--- src/gdd_pkg.sv ---
// Shared types, constants and calendar tables for the Gregorian date difference core.
`default_nettype none

package gdd_pkg;

  // Field widths
  localparam int unsigned YearW  = 14;
  localparam int unsigned MonthW = 4;
  localparam int unsigned DayW   = 5;
  localparam int unsigned CountW = 22;
  localparam int unsigned StatW  = 2;
  // Width of a year divided by one hundred
  localparam int unsigned CentW  = 8;
  // Width of the day-of-year offset (up to 366)
  localparam int unsigned DoyW   = 10;
  // Width of the days-before-month table entries
  localparam int unsigned DbmW   = 9;

  // Input and output bus widths
  localparam int unsigned InDataW  = 48;
  localparam int unsigned OutDataW = 24;

  // Calendar constants
  localparam logic [YearW-1:0] YearMax     = 14'd9999;
  localparam logic [MonthW-1:0] MonthFeb   = 4'd2;
  localparam logic [MonthW-1:0] MonthDec   = 4'd12;
  // Reciprocal of 100 scaled by 2^19; exact for every 14-bit dividend
  localparam logic [12:0] Recip100        = 13'd5243;
  localparam int unsigned Recip100Shift   = 19;
  localparam logic [8:0] DaysPerYear      = 9'd365;
  localparam logic [6:0] YearsPerCentury  = 7'd100;

  // Result status codes
  localparam logic [StatW-1:0] StatusOk      = 2'd0;
  localparam logic [StatW-1:0] StatusOrder   = 2'd1;
  localparam logic [StatW-1:0] StatusInvalid = 2'd2;
  localparam logic [StatW-1:0] StatusUnused  = 2'd3;

  // Stage advance enables shared by the date pipelines
  typedef struct packed {
    logic s1;
    logic s2;
    logic s3;
  } gdd_adv_t;

  // Length of a month; zero for a month code that is out of range
  function automatic logic [DayW-1:0] month_len(input logic [MonthW-1:0] m,
                                                input logic leap);
    logic [DayW-1:0] len;
    len = '0;
    case (m)
      4'd1, 4'd3, 4'd5, 4'd7, 4'd8, 4'd10, 4'd12: len = 5'd31;
      4'd4, 4'd6, 4'd9, 4'd11:                    len = 5'd30;
      4'd2:                                       len = leap ? 5'd29 : 5'd28;
      default:                                    len = '0;
    endcase
    return len;
  endfunction

  // Days of a common year before the first of a month
  function automatic logic [DbmW-1:0] days_before(input logic [MonthW-1:0] m);
    logic [DbmW-1:0] n;
    n = '0;
    case (m)
      4'd1:    n = 9'd0;
      4'd2:    n = 9'd31;
      4'd3:    n = 9'd59;
      4'd4:    n = 9'd90;
      4'd5:    n = 9'd120;
      4'd6:    n = 9'd151;
      4'd7:    n = 9'd181;
      4'd8:    n = 9'd212;
      4'd9:    n = 9'd243;
      4'd10:   n = 9'd273;
      4'd11:   n = 9'd304;
      4'd12:   n = 9'd334;
      default: n = '0;
    endcase
    return n;
  endfunction

endpackage

`default_nettype wire

--- src/gdd_date_pipe.sv ---
// Three-stage pipeline that checks one date and turns it into a day number.
`default_nettype none

module gdd_date_pipe (
  input  wire                         clk_i,
  input  wire gdd_pkg::gdd_adv_t      adv_i,
  input  wire [gdd_pkg::YearW-1:0]    year_i,
  input  wire [gdd_pkg::MonthW-1:0]   month_i,
  input  wire [gdd_pkg::DayW-1:0]     day_i,
  output logic [gdd_pkg::CountW-1:0]  day_num_o,
  output logic                        date_ok_o
);

  // Stage 1 registers
  logic [gdd_pkg::YearW-1:0]  y1_q, p1_q;
  logic [gdd_pkg::MonthW-1:0] m1_q;
  logic [gdd_pkg::DayW-1:0]   d1_q;
  logic [gdd_pkg::CentW-1:0]  qp1_q, qy1_q;
  logic                       yok1_q;

  // Stage 2 registers
  logic [gdd_pkg::CountW-1:0] ny2_q;
  logic [gdd_pkg::DoyW-1:0]   doy2_q;
  logic                       ok2_q;

  // Stage 3 registers
  logic [gdd_pkg::CountW-1:0] dn3_q;
  logic                       ok3_q;

  // Stage 1 logic: years elapsed and divisions by one hundred
  logic [gdd_pkg::YearW-1:0] p1_d;
  logic [26:0]               prodp, prody;

  assign p1_d  = year_i - gdd_pkg::YearW'(1);
  assign prodp = 27'(p1_d) * 27'(gdd_pkg::Recip100);
  assign prody = 27'(year_i) * 27'(gdd_pkg::Recip100);

  // Capture stage 1
  always_ff @(posedge clk_i) begin
    if (adv_i.s1) begin
      y1_q   <= year_i;
      p1_q   <= p1_d;
      m1_q   <= month_i;
      d1_q   <= day_i;
      qp1_q  <= prodp[gdd_pkg::Recip100Shift +: gdd_pkg::CentW];
      qy1_q  <= prody[gdd_pkg::Recip100Shift +: gdd_pkg::CentW];
      yok1_q <= (year_i != '0) && (year_i <= gdd_pkg::YearMax);
    end
  end

  // Stage 2 logic: leap rule, range check, year and month offsets
  logic [14:0]                cent_y;
  logic                       div100, leap, mok, dok;
  logic [23:0]                ny_full;
  logic [gdd_pkg::DayW-1:0]   mlen;
  logic [gdd_pkg::DoyW-1:0]   doy2_d;

  assign cent_y  = 15'(qy1_q) * 15'(gdd_pkg::YearsPerCentury);
  assign div100  = (15'(y1_q) == cent_y);
  assign leap    = ((y1_q[1:0] == 2'b00) && !div100) || (div100 && (qy1_q[1:0] == 2'b00));
  assign mok     = (m1_q != '0) && (m1_q <= gdd_pkg::MonthDec);
  assign mlen    = gdd_pkg::month_len(m1_q, leap);
  assign dok     = (d1_q != '0) && (d1_q <= mlen);
  assign ny_full = 24'(p1_q) * 24'(gdd_pkg::DaysPerYear) + 24'(p1_q >> 2)
                 - 24'(qp1_q) + 24'(qp1_q >> 2);
  assign doy2_d  = 10'(gdd_pkg::days_before(m1_q)) + 10'(d1_q)
                 + 10'((m1_q > gdd_pkg::MonthFeb) && leap);

  // Capture stage 2
  always_ff @(posedge clk_i) begin
    if (adv_i.s2) begin
      ny2_q  <= ny_full[gdd_pkg::CountW-1:0];
      doy2_q <= doy2_d;
      ok2_q  <= yok1_q && mok && dok;
    end
  end

  // Capture stage 3: final day number
  always_ff @(posedge clk_i) begin
    if (adv_i.s3) begin
      dn3_q <= ny2_q + gdd_pkg::CountW'(doy2_q);
      ok3_q <= ok2_q;
    end
  end

  assign day_num_o = dn3_q;
  assign date_ok_o = ok3_q;

endmodule

`default_nettype wire

--- src/gregorian_date_difference_core.sv ---
// Top level: days between two Gregorian dates, four-stage stream pipeline.
// Path: an accepted request moves through stages 1 to 4 before its result is valid on the master side.
// Throughput: one request per cycle; each stage holds under backpressure and
// refills as soon as its successor moves.
// Reset: rst_ni clears all stage valid bits; payload registers are not reset.
`default_nettype none

module gregorian_date_difference_core (
  input  wire                           clk_i,
  input  wire                           rst_ni,
  input  wire                           s_axis_tvalid_i,
  output logic                          s_axis_tready_o,
  // [13:0] start_year, [17:14] start_month, [22:18] start_day, [36:23] end_year,
  // [40:37] end_month, [45:41] end_day, [46] include_end, [47] zero
  input  wire [gdd_pkg::InDataW-1:0]    s_axis_tdata_i,
  output logic                          m_axis_tvalid_o,
  input  wire                           m_axis_tready_i,
  // [21:0] day_count, [23:22] zero
  output logic [gdd_pkg::OutDataW-1:0]  m_axis_tdata_o,
  // [1:0] status
  output logic [gdd_pkg::StatW-1:0]     m_axis_tuser_o
);

  // Stage valid bits and include-end flags
  logic v1_q, v2_q, v3_q, v4_q;
  logic inc1_q, inc2_q, inc3_q;
  logic [gdd_pkg::CountW-1:0] cnt4_q;
  logic [gdd_pkg::StatW-1:0]  stat4_q;

  // Advance chain: a stage moves when it is empty or its successor moves
  logic en1, en2, en3, en4;
  gdd_pkg::gdd_adv_t adv;

  assign en4 = !v4_q || m_axis_tready_i;
  assign en3 = !v3_q || en4;
  assign en2 = !v2_q || en3;
  assign en1 = !v1_q || en2;
  assign adv = '{s1: en1, s2: en2, s3: en3};

  assign s_axis_tready_o = en1;

  // Convert start and end dates
  logic [gdd_pkg::CountW-1:0] dn_start, dn_end;
  logic                       ok_start, ok_end;

  gdd_date_pipe u_start (
    .clk_i     (clk_i),
    .adv_i     (adv),
    .year_i    (s_axis_tdata_i[13:0]),
    .month_i   (s_axis_tdata_i[17:14]),
    .day_i     (s_axis_tdata_i[22:18]),
    .day_num_o (dn_start),
    .date_ok_o (ok_start)
  );

  gdd_date_pipe u_end (
    .clk_i     (clk_i),
    .adv_i     (adv),
    .year_i    (s_axis_tdata_i[36:23]),
    .month_i   (s_axis_tdata_i[40:37]),
    .day_i     (s_axis_tdata_i[45:41]),
    .day_num_o (dn_end),
    .date_ok_o (ok_end)
  );

  // Advance valid bits
  always_ff @(posedge clk_i or negedge rst_ni) begin
    if (!rst_ni) begin
      v1_q <= 1'b0;
      v2_q <= 1'b0;
      v3_q <= 1'b0;
      v4_q <= 1'b0;
    end else begin
      if (en1) v1_q <= s_axis_tvalid_i;
      if (en2) v2_q <= v1_q;
      if (en3) v3_q <= v2_q;
      if (en4) v4_q <= v3_q;
    end
  end

  // Carry the include-end flag alongside the date pipes
  always_ff @(posedge clk_i) begin
    if (en1) inc1_q <= s_axis_tdata_i[46];
    if (en2) inc2_q <= inc1_q;
    if (en3) inc3_q <= inc2_q;
  end

  // Compare, subtract and classify
  logic [gdd_pkg::CountW-1:0] cnt4_d;
  logic [gdd_pkg::StatW-1:0]  stat4_d;

  always_comb begin
    cnt4_d  = '0;
    stat4_d = gdd_pkg::StatusOk;
    if (!ok_start || !ok_end) begin
      stat4_d = gdd_pkg::StatusInvalid;
    end else if (dn_start >= dn_end) begin
      stat4_d = gdd_pkg::StatusOrder;
    end else begin
      cnt4_d = dn_end - dn_start + gdd_pkg::CountW'(inc3_q);
    end
  end

  // Hold the result until the master side takes it
  always_ff @(posedge clk_i) begin
    if (en4) begin
      cnt4_q  <= cnt4_d;
      stat4_q <= stat4_d;
    end
  end

  assign m_axis_tvalid_o = v4_q;
  assign m_axis_tdata_o  = {{(gdd_pkg::OutDataW - gdd_pkg::CountW){1'b0}}, cnt4_q};
  assign m_axis_tuser_o  = stat4_q;

  // Checks
  a_no_unused_status: assert property (@(posedge clk_i) disable iff (!rst_ni)
    m_axis_tvalid_o |-> (m_axis_tuser_o != gdd_pkg::StatusUnused))
    else $error("reserved status code on result");

  a_zero_on_error: assert property (@(posedge clk_i) disable iff (!rst_ni)
    (m_axis_tvalid_o && (m_axis_tuser_o != gdd_pkg::StatusOk)) |-> (cnt4_q == '0))
    else $error("nonzero count with error status");

  a_accept_fills: assert property (@(posedge clk_i) disable iff (!rst_ni)
    (s_axis_tvalid_i && s_axis_tready_o) |=> v1_q)
    else $error("accepted request lost at stage 1");

  a_full_blocks: assert property (@(posedge clk_i) disable iff (!rst_ni)
    (v1_q && v2_q && v3_q && v4_q && !m_axis_tready_i) |-> !s_axis_tready_o)
    else $error("request accepted into a full stalled pipeline");

  a_stall_holds: assert property (@(posedge clk_i) disable iff (!rst_ni)
    (v3_q && v4_q && !m_axis_tready_i) |=> v3_q)
    else $error("stage 3 dropped while stalled");

endmodule

`default_nettype wire
--- config.mk ---
export PLATFORM = sky130hd
export DESIGN_NAME = gregorian_date_difference_core
export DESIGN_NICKNAME = d
export VERILOG_FILES = /design/src/gdd_pkg.sv /design/src/gdd_date_pipe.sv /design/src/gregorian_date_difference_core.sv
export SDC_FILE = /design/constraint.sdc
export NUM_CORES = 2
export LEC_CHECK = 0
export BUFFER_PORTS_ARGS = -buffer_cell sky130_fd_sc_hd__clkbuf_2
export CORE_ASPECT_RATIO = 1.2
export CORE_MARGIN = 8
export CORE_UTILIZATION = 60
export CTS_CLUSTER_SIZE = 25
export DETAILED_ROUTE_END_ITERATION = 8
export PLACE_DENSITY_LB_ADDON = 0.12
export SLEW_MARGIN = 20
export SYNTH_ARGS = -nofsm -noshare
export SYNTH_HDL_FRONTEND = slang
export SYNTH_SLANG_ARGS = --single-unit
--- constraint.sdc ---
create_clock -name clk_i -period 6 [get_ports clk_i]
set_clock_uncertainty 0.1 [all_clocks]
set_input_delay 1.2 -clock clk_i [delete_from_list [all_inputs] [get_ports clk_i]]
set_output_delay 1.2 -clock clk_i [all_outputs]
set_load 0.1 [all_outputs]
==> impl_metrics.toml <==
[outcome]
outcome = "finished with violations"
violations = "setup timing"

[critical_path]
crit_buf_inv = 8
cell_type_of_the_slowest_stage_on_the_worst_timing_path = "fa_1"
critPathMaxStageDelay_ns = 0.55
timing.critical_path.from_type = "primary input"
worst_r2r_startpoint = "u_start.qy1_q[2]"
timing.critical_path.arrival_ns = 6.67
worst_setup_path_end_kind = "flop"
cp.required_ns = 6.23
crit_path_start = "s_axis_tdata_i[1]"
crit_top_cell = "inv_2"
critical-path-top-delay-family = "adder cells"
timing_worst_setup_path_type = "in -> reg"
critical_path_fanout_max = 5

[final_layout]
fin_area_mm2 = 0.0415
drive_gt1_frac = 0.157
final_nets = 5002
area_growth_pct = 16.2

[routing]
dr.pass1.iters = 5
route.vias.total = 23717
drcViolationCount = 0
detail_route.iter0.violations = 855
route.final.wire_length_um = 73900
detail-route-antenna-nets = 0
avgRoutedWirePerCell_um = 16.1
per_cell_via_count_in_the_routed_design = 5.17

[clocking]
clkTransAtPathRegs_ns = 0.06
max-clock-path-buffers = 3
cts_root_buffer = "clkbuf_16"
cts_max_level = 1
cts_hold_buffers = 0
tritoncts = "done"
clock_latency_on_the_worst_skew_pair_ns = 0.58
cts_made_buffers = 29
cts_num_sinks = 269

[timing]
worst_slew_margin_rel = 0.274
final_setup_violation_count = 15
timing.final.ws_setup_ns = -0.439
grt_setup_unrepaired = "yes"
final_hold_viol_count = 0
worstMarginPinSlew_ns = 1.09
portion_of_the_clock_cycle_consumed_by_the_worst_path_in_the_final_layout = 1.07
final_period_minus_worst_setup_slack_ns = 6.44
report.final.slew_viol_count = 0
maxClockFrequency_ghz = 0.155

[hold_path]
hp-class = "in -> async"

[floorplan]
design.die.area_mm2 = 0.0676
coreArea_mm2 = 0.0592
die_h_um = 283
std_cell_rows = 98
start_util = 0.603
io_pins = 80
die_w_um = 239

[logic_synthesis]
yosysWarningCount = 0
synth.avg_cell_area_um2 = 10.6
synthArstFlopShare = 0.0149
netlist_area_mm2 = 0.0357
synth_top_cells_by_count = "inv_1, ha_1, fa_1"
synth-edff-count = 247
top_ff_cell_synth = "edfxtp_1"
yosys.cell_count.top_type = "inv_1"
yosys_register_bits = 269
synth_area_leaders = "ha_1, fa_1, edfxtp_1, inv_1, xnor2_1"
synth_cells = 3354
synthDominantCellAreaShare = 0.271
netlist.top_cell.by_area = "ha_1"
synth_sequential_area_ratio = 0.221
ys_types = 70

[placement]
routabilityCongestion = 0.918
placed_area_mm2 = 0.0395
hpwlAfterDp_um = 63700
io_buffer_count = 76

[grt]
via_count_of_the_first_global_routing_pass = 26592
grt_pass1_wl_um = 126000
grt_start_max_net_pins = 121
grt.overflow.total = 0
antenna_found_initial = 1
grt_use_total = 0.225

[run]
maxCapViolCount = 0
sequential cells by signal, indices dropped and copies added, names as in the netlist, 10 cells and up, named ones only:
name and flops:
u_start.ny2_q 22, cnt4_q 22, u_end.p1_q 14, u_end.day_num_o 22
u_start.p1_q 14, u_start.doy2_q 10, u_start.day_num_o 22, u_start.y1_q 14
u_end.ny2_q 22, u_end.y1_q 14, u_end.doy2_q 10
metrics by stage:
stage	hold slack, ns	instances	utilization	TNS (ns)	setup slack, ns
after global routing	0.291	4588	0.700	-7.10	-0.651
after detailed placement	0.318	4488	0.666	-17.79	-1.18
after floorplan	0.300	3355	-	-6.54	-0.807
after global placement	0.306	4488	0.666	-14.77	-1.08
final	0.314	4588	0.700	-3.82	-0.439
after CTS	0.275	4568	0.691	-2.96	-0.324
layout by cell type (no fill, tap or decap), drive strengths merged, types with 5 or more instances in the layout:
cell type | synthesis | final
a2111oi | 5 | 5
a211oi | 19 | 19
a21boi | 20 | 20
a21o | 45 | 45
a21oi | 98 | 98
a31oi | 12 | 12
a41oi | 5 | 5
and3 | 25 | 25
and4 | 9 | 9
buf | 3 | 313
bufinv | 0 | 5
clkbuf | 4 | 105
clkinv | 0 | 7
clkinvlp | 0 | 11
dfxtp | 18 | 18
edfxtp | 247 | 247
fa | 414 | 414
ha | 772 | 772
inv | 875 | 873
mux2i | 10 | 10
nand2 | 106 | 106
nand2b | 14 | 14
nand3 | 36 | 36
nand4 | 23 | 23
nor2 | 79 | 79
nor2b | 29 | 29
nor3 | 41 | 41
nor4 | 7 | 7
o2111ai | 5 | 5
o211ai | 17 | 17
o21a | 17 | 17
o21ai | 79 | 79
o21bai | 16 | 16
o31ai | 8 | 8
or2 | 7 | 7
or3 | 10 | 10
xnor2 | 160 | 160
xor2 | 62 | 62
path summary, 6_finish.rpt:
check | slack, ns | cells past startpoint | end
max in group asynchronous | 5.36 | 1 | m_axis_tvalid_o
min | 0.31 | 1 | v2_q
max | -0.44 | 30 | u_start.qp1_q[7]
min in group clk_i | 0.32 | 0 | u_end.date_ok_o
min reg2reg | 0.32 | 0 | u_end.date_ok_o
max reg2reg | 0.37 | 19 | u_start.doy2_q[8]
per-layer routing:
| layer | wire, um | up-vias | track usage |
|---|---|---|---|
| met5 | 0 | - | 0 |
| met4 | 2310 | 0 | 0.0693 |
| met3 | 1500 | 134 | 0.0152 |
| met2 | 39500 | 272 | 0.428 |
| met1 | 30600 | 11604 | 0.265 |
| li1 | - | 11707 | - |
layout make-up:
cell class	instances	area, um^2
Tap cell	800	1000
Clock buffer	33	741
Timing Repair Buffer	385	2830
Sequential cell	269	7880
Antenna cell	1	2.50
Multi-Input combinational cell	2204	25400
Fill cell	4423	17700
Inverter	875	3320
Clock inverter	21	262
repair_timing:
item | CTS | global route
setup buffers | 26 | 21
setup endpoints to repair | 16 | 21
gates resized for setup | 46 | 82
pin swaps | 57 | 69
worst register-to-register path: stages, from the launching register on:
cell and delay, ns:
edfxtp_1 0.44, ha_1 0.33, ha_1 0.31, fa_1 0.47
ha_1 0.36, a21o_1 0.19, a21o_1 0.20, a2111oi_0 0.42
nor3_1 0.13, xnor2_1 0.19, nor3_1 0.09, or4_1 0.53
fa_1 0.44, fa_1 0.42, nor2b_1 0.11, o21ai_0 0.07
nand2b_1 0.12, a21o_1 0.15, nand4_1 0.12, xnor2_1 0.16
cells by family after synthesis:
group / after synthesis / share of synthesized area
XOR/XNOR: 222 / 0.0545
AO/OA/AOI/OAI: 374 / 0.0682
other: 1 / 0.000105
flip-flops: 269 / 0.221
multiplexers: 14 / 0.00406
buffers and inverters: 882 / 0.0929
adder cells (fa/ha/maj): 1186 / 0.503
AND/OR/NAND/NOR: 406 / 0.0570
Power is left out: the tool's default activity adds up to more than one toggle a clock period on the data nets, which glitch-free logic cannot reach.
